### src/design/region_pool_allocator_defines.svh
// assertion macros for the region pool allocator
`ifndef REGION_POOL_ALLOCATOR_DEFINES_SVH
`define REGION_POOL_ALLOCATOR_DEFINES_SVH
`ifndef SYNTHESIS
`define RPA_ASSERT_IMP(label, clk, rst_n, ante, cons) \
	label: assert property (@(posedge clk) disable iff (!rst_n) (ante) |-> (cons)) \
	else $error("rpa check failed");
`define RPA_ASSERT_NXT(label, clk, rst_n, ante, cons) \
	label: assert property (@(posedge clk) disable iff (!rst_n) (ante) |=> (cons)) \
	else $error("rpa check failed");
`else
`define RPA_ASSERT_IMP(label, clk, rst_n, ante, cons)
`define RPA_ASSERT_NXT(label, clk, rst_n, ante, cons)
`endif
`endif

### src/design/rpa_pkg.sv
// types and constants shared by the region pool allocator
package rpa_pkg;
	localparam int NUM_REGIONS = 64;
	localparam int COUNTER_BITS = 32;
	localparam int IDX_W = 6;
	localparam int CNT7_W = 7;
	localparam int STAT_W = 32;
	localparam int CFG_IDX_W = 1;
	localparam int CFG_DATA_W = 7;
	localparam logic [CFG_IDX_W-1:0] CFG_MAX_REGIONS = 1'b0;
	localparam logic [CFG_IDX_W-1:0] CFG_RELEASE_COOLS = 1'b1;
	localparam logic REQ_ACQUIRE = 1'b0;
	localparam logic REQ_RELEASE = 1'b1;

	typedef enum logic [2:0] {
		OUT_WARM_HIT = 3'd0,
		OUT_COLD_HIT = 3'd1,
		OUT_NEW = 3'd2,
		OUT_EXHAUSTED = 3'd3,
		OUT_RELEASED = 3'd4,
		OUT_REJECTED = 3'd5
	} outcome_t;

	typedef struct packed {
		logic req_type;
		logic [IDX_W-1:0] region_index;
		logic allow_release;
	} req_t;

	typedef struct packed {
		logic granted;
		logic [IDX_W-1:0] granted_index;
		logic [2:0] outcome;
		logic [CNT7_W-1:0] reserved_count;
		logic [CNT7_W-1:0] free_count;
		logic [STAT_W-1:0] new_alloc_total;
		logic [STAT_W-1:0] warm_hit_total;
		logic [STAT_W-1:0] cold_hit_total;
		logic [STAT_W-1:0] cooled_total;
		logic [STAT_W-1:0] exhausted_total;
	} result_t;

	// commands broadcast to every cell of the free list chain
	typedef struct packed {
		logic append;
		logic rotate;
		logic remove_head;
	} chain_ctl_t;
endpackage

### src/design/rpa_cell.sv
// one slot of the free list chain: region handle and its warm bit
module rpa_cell #(
	parameter int IW = 6
) (
	input logic clk,
	input logic arst_n,
	input rpa_pkg::chain_ctl_t ctl,
	input logic is_tail_slot,
	input logic [IW-1:0] app_index,
	input logic app_warm,
	input logic [IW-1:0] nxt_index,
	input logic nxt_warm,
	input logic nxt_valid,
	input logic [IW-1:0] head_index,
	input logic head_warm,
	input logic rot_is_last,
	output logic [IW-1:0] index_q,
	output logic warm_q,
	output logic valid_q
);
	// rotate moves the head to the back slot; remove shifts everything up
	always_ff @(posedge clk or negedge arst_n) begin
		if (!arst_n) begin
			valid_q <= 1'b0;
		end else if (ctl.remove_head) begin
			valid_q <= nxt_valid;
		end else if (ctl.append && is_tail_slot) begin
			valid_q <= 1'b1;
		end
	end

	always_ff @(posedge clk) begin
		if (ctl.remove_head) begin
			index_q <= nxt_index;
			warm_q <= nxt_warm;
		end else if (ctl.rotate) begin
			if (rot_is_last) begin
				index_q <= head_index;
				warm_q <= head_warm;
			end else begin
				index_q <= nxt_index;
				warm_q <= nxt_warm;
			end
		end else if (ctl.append && is_tail_slot) begin
			index_q <= app_index;
			warm_q <= app_warm;
		end
	end
endmodule

### src/design/rpa_chain.sv
// row of free list cells with head access for a rotating warm search
module rpa_chain #(
	parameter int N = 64,
	parameter int IW = 6,
	parameter int LW = 7
) (
	input logic clk,
	input logic arst_n,
	input rpa_pkg::chain_ctl_t ctl,
	input logic [LW-1:0] len,
	input logic [IW-1:0] app_index,
	input logic app_warm,
	output logic [IW-1:0] head_index,
	output logic head_warm
);
	logic [IW-1:0] idx [N];
	logic warm [N];
	logic vld [N];

	assign head_index = idx[0];
	assign head_warm = warm[0];

	for (genvar g = 0; g < N; g++) begin : g_cell
		logic [IW-1:0] ni;
		logic nw, nv;
		if (g == N - 1) begin : g_end
			assign ni = idx[g];
			assign nw = 1'b0;
			assign nv = 1'b0;
		end else begin : g_mid
			assign ni = idx[g+1];
			assign nw = warm[g+1];
			assign nv = vld[g+1];
		end
		rpa_cell #(.IW(IW)) u_cell (
			.clk(clk),
			.arst_n(arst_n),
			.ctl(ctl),
			.is_tail_slot(len == LW'(g)),
			.app_index(app_index),
			.app_warm(app_warm),
			.nxt_index(ni),
			.nxt_warm(nw),
			.nxt_valid(nv),
			.head_index(idx[0]),
			.head_warm(warm[0]),
			.rot_is_last(len == LW'(g + 1)),
			.index_q(idx[g]),
			.warm_q(warm[g]),
			.valid_q(vld[g])
		);
	end
endmodule

### src/design/region_pool_allocator.sv
// region pool allocator top level: control, counters and free list chain
// Usage: pulse start with req while busy is low. An acquire takes the oldest
// warm free region, else the oldest cold one, else creates a region, else
// reports exhaustion. A release appends the region to the free list, or is
// rejected if unreserved, already free or the list is full. The free list is
// a chain of cells; the acquire search rotates the list one slot per cycle,
// looking at the head cell. With no warm entry the list turns once fully and
// the head, then the oldest again, is taken. A release or an acquire with an
// empty list goes from decide to done; an acquire over a non-empty list
// searches, then rotates the remainder back into order before done.
// busy is high from acceptance until the result strobe; one request at a time.
// result_valid is high for one cycle with result; the receiver cannot stall.
// Configuration writes on cfg_valid/cfg_ready (always ready); write only
// while idle. Reset empties the free list, clears counters, max_regions=64,
// release_cools=1. The warm flag store needs no clearing pass.
module region_pool_allocator (
	input logic clk,
	input logic arst_n,
	input logic start,
	output logic busy,
	input rpa_pkg::req_t req,
	output logic result_valid,
	output rpa_pkg::result_t result,
	input logic cfg_valid,
	output logic cfg_ready,
	input logic [rpa_pkg::CFG_IDX_W-1:0] cfg_index,
	input logic [rpa_pkg::CFG_DATA_W-1:0] cfg_data
);
	`include "region_pool_allocator_defines.svh"
	localparam int NUM_REGIONS = rpa_pkg::NUM_REGIONS;
	localparam int COUNTER_BITS = rpa_pkg::COUNTER_BITS;
	localparam int IW = rpa_pkg::IDX_W;
	localparam int LW = rpa_pkg::CNT7_W;
	localparam int SW = rpa_pkg::STAT_W;
	localparam logic [COUNTER_BITS-1:0] CMAX = '1;

	typedef enum logic [4:0] {
		ST_IDLE = 5'b00001,
		ST_DECIDE = 5'b00010,
		ST_SEARCH = 5'b00100,
		ST_REALIGN = 5'b01000,
		ST_DONE = 5'b10000
	} state_t;

	state_t state_q;
	rpa_pkg::req_t req_q;
	logic [LW-1:0] max_q, len_q, resv_q, step_q, rem_q;
	logic cools_q;
	logic [NUM_REGIONS-1:0] free_q;
	logic [COUNTER_BITS-1:0] c_new_q, c_warm_q, c_cold_q, c_cool_q, c_exh_q;
	logic granted_q;
	logic [IW-1:0] gidx_q;
	rpa_pkg::outcome_t out_q;
	rpa_pkg::chain_ctl_t ctl;
	logic [IW-1:0] head_index;
	logic head_warm;
	logic rel_ok, can_new;

	assign busy = (state_q != ST_IDLE);
	assign cfg_ready = 1'b1;

	assign rel_ok = (LW'(req_q.region_index) < resv_q) && !free_q[req_q.region_index]
		&& (len_q < LW'(NUM_REGIONS));
	assign can_new = (resv_q < max_q) && (resv_q < LW'(NUM_REGIONS));

	always_comb begin
		ctl = '0;
		case (state_q)
			ST_DECIDE: ctl.append = (req_q.req_type == rpa_pkg::REQ_RELEASE) && rel_ok;
			ST_SEARCH: begin
				// no warm entry: after a full turn the head is the oldest again
				if (head_warm || step_q == len_q) ctl.remove_head = 1'b1;
				else ctl.rotate = 1'b1;
			end
			ST_REALIGN: ctl.rotate = (rem_q != '0);
			default: ctl = '0;
		endcase
	end

	// in release path without allow_release the chain's append warm comes from the old flag:
	// keep a separate per-region warm store for warmth left unchanged
	logic warm_mem [NUM_REGIONS];
	logic warm_rd_q;
	logic app_w_final;
	assign app_w_final = req_q.allow_release ? !cools_q : warm_rd_q;

	rpa_chain #(.N(NUM_REGIONS), .IW(IW), .LW(LW)) u_chain (
		.clk(clk),
		.arst_n(arst_n),
		.ctl(ctl),
		.len(len_q),
		.app_index(req_q.region_index),
		.app_warm(app_w_final),
		.head_index(head_index),
		.head_warm(head_warm)
	);

	always_ff @(posedge clk) begin
		if (state_q == ST_IDLE && start) warm_rd_q <= warm_mem[req.region_index];
		if (state_q == ST_DECIDE && req_q.req_type == rpa_pkg::REQ_RELEASE && rel_ok
			&& req_q.allow_release) begin
			warm_mem[req_q.region_index] <= !cools_q;
		end else if (state_q == ST_DECIDE && req_q.req_type == rpa_pkg::REQ_ACQUIRE
			&& len_q == '0 && can_new) begin
			warm_mem[resv_q[IW-1:0]] <= 1'b1;
		end
	end

	always_ff @(posedge clk or negedge arst_n) begin
		if (!arst_n) begin
			state_q <= ST_IDLE;
			max_q <= LW'(64);
			cools_q <= 1'b1;
			len_q <= '0;
			resv_q <= '0;
			free_q <= '0;
			c_new_q <= '0;
			c_warm_q <= '0;
			c_cold_q <= '0;
			c_cool_q <= '0;
			c_exh_q <= '0;
			step_q <= '0;
			rem_q <= '0;
			result_valid <= 1'b0;
		end else begin
			result_valid <= 1'b0;
			if (cfg_valid && cfg_ready) begin
				case (cfg_index)
					rpa_pkg::CFG_MAX_REGIONS: max_q <= cfg_data;
					rpa_pkg::CFG_RELEASE_COOLS: cools_q <= cfg_data[0];
					default: ;
				endcase
			end
			case (state_q)
				ST_IDLE: if (start) state_q <= ST_DECIDE;
				ST_DECIDE: begin
					step_q <= '0;
					if (req_q.req_type == rpa_pkg::REQ_RELEASE) begin
						state_q <= ST_DONE;
						if (rel_ok) begin
							len_q <= len_q + LW'(1);
							free_q[req_q.region_index] <= 1'b1;
							if (req_q.allow_release && cools_q && c_cool_q != CMAX)
								c_cool_q <= c_cool_q + 1'b1;
						end
					end else if (len_q != '0) begin
						state_q <= ST_SEARCH;
					end else begin
						state_q <= ST_DONE;
						if (can_new) begin
							resv_q <= resv_q + LW'(1);
							if (c_new_q != CMAX) c_new_q <= c_new_q + 1'b1;
						end else if (c_exh_q != CMAX) begin
							c_exh_q <= c_exh_q + 1'b1;
						end
					end
				end
				ST_SEARCH: begin
					if (ctl.remove_head) begin
						free_q[head_index] <= 1'b0;
						len_q <= len_q - LW'(1);
						// entries before the hit went to the back: rotate rest
						rem_q <= (step_q == len_q) ? '0 : len_q - LW'(1) - step_q;
						if (head_warm) begin
							if (c_warm_q != CMAX) c_warm_q <= c_warm_q + 1'b1;
						end else if (c_cold_q != CMAX) begin
							c_cold_q <= c_cold_q + 1'b1;
						end
						state_q <= ST_REALIGN;
					end else begin
						step_q <= step_q + LW'(1);
					end
				end
				ST_REALIGN: begin
					if (rem_q == '0) state_q <= ST_DONE;
					else rem_q <= rem_q - LW'(1);
				end
				ST_DONE: begin
					result_valid <= 1'b1;
					state_q <= ST_IDLE;
				end
				default: state_q <= ST_IDLE;
			endcase
		end
	end

	always_ff @(posedge clk) begin
		if (state_q == ST_IDLE && start) req_q <= req;
		if (state_q == ST_DECIDE) begin
			granted_q <= 1'b0;
			gidx_q <= '0;
			if (req_q.req_type == rpa_pkg::REQ_RELEASE) begin
				out_q <= rel_ok ? rpa_pkg::OUT_RELEASED : rpa_pkg::OUT_REJECTED;
			end else if (len_q == '0) begin
				if (can_new) begin
					out_q <= rpa_pkg::OUT_NEW;
					granted_q <= 1'b1;
					gidx_q <= resv_q[IW-1:0];
				end else begin
					out_q <= rpa_pkg::OUT_EXHAUSTED;
				end
			end
		end else if (state_q == ST_SEARCH && ctl.remove_head) begin
			granted_q <= 1'b1;
			gidx_q <= head_index;
			out_q <= head_warm ? rpa_pkg::OUT_WARM_HIT : rpa_pkg::OUT_COLD_HIT;
		end
	end

	always_comb begin
		result = '0;
		result.granted = granted_q;
		result.granted_index = gidx_q;
		result.outcome = out_q;
		result.reserved_count = resv_q;
		result.free_count = len_q;
		result.new_alloc_total = SW'(c_new_q);
		result.warm_hit_total = SW'(c_warm_q);
		result.cold_hit_total = SW'(c_cold_q);
		result.cooled_total = SW'(c_cool_q);
		result.exhausted_total = SW'(c_exh_q);
	end

	`RPA_ASSERT_NXT(a_start_busy, clk, arst_n, start && !busy, busy)
	`RPA_ASSERT_IMP(a_res_idle, clk, arst_n, result_valid, !busy)
	`RPA_ASSERT_IMP(a_len_le_resv, clk, arst_n, 1'b1, len_q <= resv_q)
	`RPA_ASSERT_IMP(a_grant_out, clk, arst_n, result_valid && result.granted,
		result.outcome == rpa_pkg::OUT_WARM_HIT || result.outcome == rpa_pkg::OUT_COLD_HIT
		|| result.outcome == rpa_pkg::OUT_NEW)
endmodule

### config.mk
export PLATFORM = sky130hd
export DESIGN_NAME = region_pool_allocator
export DESIGN_NICKNAME = d
export VERILOG_FILES = /design/src/design/rpa_pkg.sv /design/src/design/rpa_cell.sv /design/src/design/rpa_chain.sv /design/src/design/region_pool_allocator.sv
export VERILOG_INCLUDE_DIRS = /design/src /design/src/design
export SDC_FILE = /design/constraint.sdc
export NUM_CORES = 2
export LEC_CHECK = 0
export BUFFER_PORTS_ARGS = -buffer_cell sky130_fd_sc_hd__buf_4
export CORE_ASPECT_RATIO = 0.7
export CORE_UTILIZATION = 48
export CTS_CLUSTER_SIZE = 14
export DETAILED_ROUTE_END_ITERATION = 16
export PLACE_DENSITY = 0.68
export SYNTH_ARGS = -nofsm -noshare
export SYNTH_HDL_FRONTEND = slang
export SYNTH_SLANG_ARGS = --single-unit
### constraint.sdc
create_clock -name clk -period 4 [get_ports clk]
set_clock_uncertainty 0.15 [all_clocks]
set_input_delay 0.2 -clock clk [delete_from_list [all_inputs] [get_ports clk]]
set_output_delay 0.2 -clock clk [all_outputs]
set_load 0.02 [all_outputs]
# Word-level counts from Yosys, hierarchy flattened
# Memory sizes are Yosys's and may differ from the RTL's. A register that Yosys moved wholly into a read port is not among the register bits.
# Index checks and enable logic that the tools add are counted.
[word_totals]
wordCells = 1001
ff_bits = 732
memories = 1
ram_bits = 64
inputBits = 20
out_inout_bits = 187
[mem_list]
columns = ["name", "words", "width", "rd", "rd_clocked_by_memory_dff", "write_ports", "line_no", "source"]
rows = [
  ["warm_mem", 64, 1, 1, 1, 1, "region_pool_allocator.sv:82", "logic warm_mem [NUM_REGIONS];"],
]
[op_classes]
n_reduce_logical = 170
n_eq_ne = 86
bitwise = 9
order_cmp = 8
addsub = 11
n_mux = 568
[op_table]
columns = ["op", "count"]
rows = [
  ["6-bit two-way mux", 261],
  ["1-bit two-way mux", 279],
  ["7-bit by 6-bit == test with 1-bit output (second input constant)", 32],
  ["64-bit two-way mux", 3],
  ["3-bit nonzero test", 63],
  ["32-bit by 1-bit adder with 32-bit output (second input constant)", 5],
  ["32-bit inequality test (second input constant)", 5],
  ["64-bit one-hot mux with 2 select lines", 1],
  ["7-bit by 5-bit == test with 1-bit output (second input constant)", 16],
  ["1-bit logical AND", 80],
  ["64-bit bitwise AND", 1],
  ["64-bit NOT", 1],
  ["64-bit bitwise OR", 1],
  ["7-bit by 4-bit == test with 1-bit output (second input constant)", 8],
  ["7-bit two-way mux", 7],
  ["7-bit one-hot mux with 2 select lines", 3],
  ["7-bit by 3-bit == test with 1-bit output (second input constant)", 4],
  ["5-bit two-way mux", 5],
  ["7-bit by 1-bit adder with 7-bit output (second input constant)", 3],
  ["5-bit one-hot mux with 4 select lines", 1],
  ["4-bit AND reduction", 5],
  ["7-bit by 2-bit == test with 1-bit output (second input constant)", 2],
  ["7-bit logical NOT", 2],
  ["6-bit by 7-bit less-than comparator with 1-bit output (second input constant)", 2],
  ["32 further kinds", 62],
]

# Depth between registers and ports, before layout
[depth]
depth_word = 11
mapped_depth = 12
mapped_depth_nobuf = 12

# Hierarchy
# A second synthesis with hierarchy kept.
[unflattened]
hier_cells = 3644
area_unflattened_um2 = 44361.3
[modules_own_cells]
columns = ["mod", "instances", "area_each_um2", "seq_area_each_um2", "cells_per_inst"]
rows = [
  ["rpa_cell", 64, 420.4, 235.2, 31],
  ["region_pool_allocator", 1, 16957.5, 9152.5, 1563],
  ["rpa_chain", 1, 498.0, 0.0, 97],
]

# Least setup slack after synthesis
# No wires, ideal clock.
[synth_timing]
path_kind = "reg-to-reg"
startpoint = "register resv_q[5]"
endpoint = "memory warm_mem[0] (data pin)"
path_buffers = 2
path_slack_ps = 321
path_stages_with_launch = 8
required_time_ps = 3494
arrival_time_ps = 3173
setup_ps = 356
period_less_slack_ps = 3679
cell_sequence = "dfrtp_1 -> ha_1 -> and3_1 -> a2111oi_0 -> o211ai_2 -> buf_2 -> clkbuf_1 -> nand2_1"
[synth_between]
elab_chain_len = 9
elab_cells_between_ends = 14
classes_between = "order compare: 3; mux: 4; reduce/logical: 7"
[synth_lines]
columns = ["item", "line_no", "source"]
rows = [
  ["start, declared", "region_pool_allocator.sv:47", "logic [LW-1:0] max_q, len_q, resv_q, step_q, rem_q;"],
  ["start signal, assigned", "region_pool_allocator.sv:151", "resv_q <= resv_q + LW'(1);"],
  ["6-bit by 7-bit less-than comparator with 1-bit output", "region_pool_allocator.sv:62", "assign rel_ok = (LW'(req_q.region_index) < resv_q) && !free_q[req_q.region_index]"],
  ["1-bit logical AND", "region_pool_allocator.sv:62", ""],
  ["1-bit logical AND", "region_pool_allocator.sv:63", "&& (len_q < LW'(NUM_REGIONS));"],
  ["1-bit logical AND", "region_pool_allocator.sv:100", "if (state_q == ST_DECIDE && req_q.req_type == rpa_pkg::REQ_RELEASE && rel_ok"],
  ["1-bit logical AND", "region_pool_allocator.sv:101", "&& req_q.allow_release) begin"],
  ["1-bit two-way mux (*)", "region_pool_allocator.sv:100", ""],
  ["1-bit two-way mux (not written as such) (*)", "region_pool_allocator.sv:105", "warm_mem[resv_q[IW-1:0]] <= 1'b1;"],
  ["1-bit OR reduction (no line) (*)", "--", ""],
  ["1-bit two-way mux (no line) (*)", "--", ""],
  ["end, declared", "region_pool_allocator.sv:82", ""],
]
# Every way passes the cells marked *; elsewhere a longest branch is shown, timed or not.

# Final worst setup path
[layout_timing]
startpoint = "register req_q[2] in the netlist's numbering"
endpoint = "register u_chain.g_cell[1].u_cell.index_q[2] (enable)"
[layout_between]
elab_chain_len = 9
elab_cells_between_ends = 10
classes_between = "order compare: 1; mux: 3; reduce/logical: 6"
[layout_lines]
columns = ["item", "line_no", "source"]
rows = [
  ["start, declared", "region_pool_allocator.sv:46", "rpa_pkg::req_t req_q;"],
  ["start signal, assigned", "region_pool_allocator.sv:188", "if (state_q == ST_IDLE && start) req_q <= req;"],
  ["1-bit binary-select mux with 6-bit select", "region_pool_allocator.sv:62", ""],
  ["1-bit two-way mux (not written as such)", "region_pool_allocator.sv:62", ""],
  ["1-bit logical NOT", "region_pool_allocator.sv:62", ""],
  ["1-bit logical AND (*)", "region_pool_allocator.sv:62", ""],
  ["1-bit logical AND (*)", "region_pool_allocator.sv:63", ""],
  ["1-bit logical AND (*)", "region_pool_allocator.sv:69", "ST_DECIDE: ctl.append = (req_q.req_type == rpa_pkg::REQ_RELEASE) && rel_ok;"],
  ["1-bit two-way mux (*)", "region_pool_allocator.sv:68", "case (state_q)"],
  ["1-bit logical AND (*)", "rpa_cell.sv:44", "end else if (ctl.append && is_tail_slot) begin"],
  ["3-bit nonzero test (no line) (*)", "--", ""],
  ["end signal, assigned", "rpa_cell.sv:38", "index_q <= head_index;"],
  ["end signal, assigned", "rpa_cell.sv:41", "index_q <= nxt_index;"],
  ["end signal, assigned", "rpa_cell.sv:45", "index_q <= app_index;"],
  ["end, declared", "rpa_cell.sv:17", "output logic [IW-1:0] index_q,"],
]
# Every way passes the cells marked *; elsewhere a longest branch is shown, timed or not. The select of a mux whose other input is x is not followed.
# A chain may end at the register's enable or synchronous reset.

==> summary.md <==
| Metric | Value |
|---|---|
| Syn-to-layout area delta | `16.5%` |
| Mapped Nets | `between 3000 and 4000` |
| Crit start category | `register` |
| Crit path kind | `register to register` |
| Ys Warns | `0` |
| Max-slew headroom | `13.7%` |
| Peak VDD IR | `0.296 mV` |
| Outcome | `finished clean` |
| TritonCTS Buffers | `79` |
| Post-synthesis instance area | `37300 um2` |
| # port buffers | `205` |
| Post-route ant nets | `0` |
| Initial Util | `~49%` |
| Seq/Total Area, Yosys | `60.6%` |
| Top_reg_cell synth | `edfxtp_1` |
| Maximum capacitance violations | `0` |
| Final GP Congestion | `0.946` |
| First-pass DRT Iterations | `8` |
| Top cell by count, worst path | `buf_4` |
| Starting DRT DRC Count | `3673` |
| Unique masters post-synth | `96` |
| CTS tree | `built` |
| RSZ-0062 raised after global routing | `false` |
| Synth Area per Inst | `12.5 um2` |
| Diodes inserted | `0` |
| CP arrival | `3.98 ns` |
| All-Layer GR Usage | `27.4%` |
| Final nets | `3288` |
| Final min period | `3.79 ns` |
| Total grt overflow | `0` |
| Die Wd | `335 um` |
| Hold Violations, Final | `0` |
| Clock Latency Late Sink | `0.64 ns` |
| Placed Instance Area | `between 40000 and 50000 um2` |
| I/O pin count | `207` |
| Layout cells sized above 1 | `17.3%` |
| DRC | `0` |
| TritonCTS sink count | `797` |
| Finished Cell Area | `about 43000 um2` |
| Total number of vias | `around 29000` |
| Yosys top cell area share | `42.7%` |
| Root buf cell | `clkbuf_16` |
| Post-DR wirelength/cell | `25.2 um` |
| Clock buffer depth | `3` |
| Die area | `78900 um2` |
| First-pass GRT wire length | `169000 um` |
| Largest stage delay, worst path | `0.57 ns` |
| Commonest cells after routing, fill and taps aside | `530 x edfxtp_1, 434 x a221o_1, 353 x buf_4` |
| Highest Clock Rate | `264 MHz` |
| Initial antenna violation count | `0` |
| Endpoint class of the critical path | `register` |
| Largest net degree at the start of global routing | `125` |
| Worst-path fanout max | `74` |
| Setup TNS | `0 ns` |
| DRT Wirelength | `~110000 um` |
| Final setup vio count | `0` |
| Synthesized instance count | `2986` |
| Core Footprint | `76900 um2` |
| Post-synth EDFFs | `530` |
| Crit share post-route | `94.7%` |
| Htree depth | `3` |
| #FFs+latches synth | `between 700 and 800` |
| Slew Viols, Final | `0` |
| Slowest CP cell | `edfxtp_1` |
| Dpl hpwl | `68200 um` |
| Hold Path Class | `primary input to async pin` |
| DIE HEIGHT | `approximately 240 um` |
| Row Count | `85` |
| Worst EP required | `about 4.2 ns` |
| Vias per cell | `6.61` |
| Number of post-CTS setup repair buffers | `0` |
| Vias in the first global route | `28200` |
| Actual slew at the worst max-slew pin | `roughly 1.3 ns` |
| Cell area power density | `482 nW/um2` |
| Worst-path cell chain | `buf_4 > nor2b_1 > a22oi_1 > nor3_1 > a2111oi_0 > nor4b_2 > nand4_4 > buf_12 > o31ai_1 > buf_4` |
| Lkg Pwr | `0.0164 uW` |
| Async S/R FF share, synth | `around 33%` |
| Clock Pin Slew Worst Setup and Hold Paths | `approximately 0.07 ns` |
| Synth top area cells | `edfxtp_1 43%, dfrtp_1 18%, a221o_1 12%` |
| Largest area contributor in the netlist | `edfxtp_1` |
| Commonest non-fill, non-tap cell in the layout | `edfxtp_1` |
## cell families (layout without fill, tap and decap cells)
| kind of cell | after synthesis | in the layout | share of synthesized area (%) |
|---|---|---|---|
| adders and majority gates | 31 | 31 | 1.06 |
| buffers and inverters | 283 | 592 | 3.08 |
| muxes | 57 | 57 | 2.32 |
| and+or+nand+nor | 810 | 810 | 10.8 |
| xor gates and xnor gates | 185 | 185 | 4.34 |
| other | 1 | 1 | 0.0100 |
| AOI/OAI and AO/OA | 822 | 822 | 17.8 |
| DFF | 797 | 797 | 60.6 |
## flip-flops by register name, indices dropped and copies added, names as in the netlist
register	flops
granted_q	1
u_chain.g_cell.u_cell.warm_q	64
warm_mem	64
c_exh_q	32
rem_q	7
warm_rd_q	1
result_valid	1
state_q	5
out_q	3
gidx_q	6
free_q	64
c_cold_q	32
cools_q	1
c_new_q	32
len_q	7
req_q	8
c_warm_q	32
max_q	7
resv_q	7
step_q	7
u_chain.g_cell.u_cell.index_q	384
c_cool_q	32
## Yosys cell counts (11+ instances only)
library cell,n
a21oi_1,23
nand3b_1,11
o21ai_0,192
nor4_1,12
and3_1,36
xor2_1,48
xnor2_1,137
mux2i_1,19
ha_1,30
dfrtp_1,263
inv_1,51
mux2_2,16
mux4_2,22
nor2_1,200
nand2_1,214
a221o_1,434
nand4_1,59
and2_1,17
nand3_1,95
buf_2,33
edfxtp_1,530
nor3_1,68
clkbuf_1,181
o21ai_1,60
o31ai_1,40
nor2b_1,12
and4_1,11
## worst max-delay path, delay by kind of cell (launching register included)
kind / cells / cell delay [ns]
and+or+nand+nor: 4 / 0.98
DFF: 1 / 0.57
buffers and inverters: 3 / 0.72
AOI/OAI and AO/OA: 3 / 0.89
## timing repair
action / 4_1_cts / 5_1_grt
resized for setup: 0 / 0
endpoints found under the hold margin: 139 / 0
hold buffers: 32 / 0
## cell type report
cell class                 instances  area [um2]
tap                             1044        1310
inverter                          53         199
clock buffer                     102        2190
clock inverter                    37         307
multi-input combinational       1906       13600
sequential                       797       22600
fill                            6190       33400
timing repair buffer             400        3270
## through the flow
stage                     instances  util [%]  total power (uW)  setup slack, ns  hold slack, ns
after floorplan                2986         -             12200            0.321          -0.246
after global placement         4168      52.9             13500            0.477           0.227
after detailed placement       4168      52.9             13600            0.471           0.231
after CTS                      4339      56.6             21000            0.437           0.144
after global routing           4339      56.6             21600            0.163           0.150
final                          4339      56.6             21000            0.212           0.149
## power by group
| part | internal (uW) | total (uW) | switching, uW |
|---|---|---|---|
| Clock | 4120 | 7330 | 3210 |
| Sequential | 9530 | 9740 | 217 |
| Combinational | 1570 | 3880 | 2310 |
## layer usage
metal	GRT usage (%)	vias up	part of all wire (%)
li1	-	12300	-
met1	39.9	14400	41
met2	40.4	1780	44
met3	6.89	253	11
met4	8.51	0	2.8
met5	0	-	0
## path summary, 6_finish.rpt
path | startpoint | end | cells past startpoint | slack, ns
worst max-delay path | req_q[2] | u_chain.g_cell[1].u_cell.index_q[2] | 10 | 0.21
worst min-delay path | arst_n | free_q[33] | 2 | 0.15
worst max register to register | req_q[2] | u_chain.g_cell[1].u_cell.index_q[2] | 10 | 0.21
worst min register to register | c_cool_q[21] | c_cool_q[21] | 1 | 0.35
max in group asynchronous | arst_n | state_q[0] | 3 | 2.56
min in group clk | req[5] | req_q[5] | 2 | 0.17
Power figures use the tool's default switching activity.
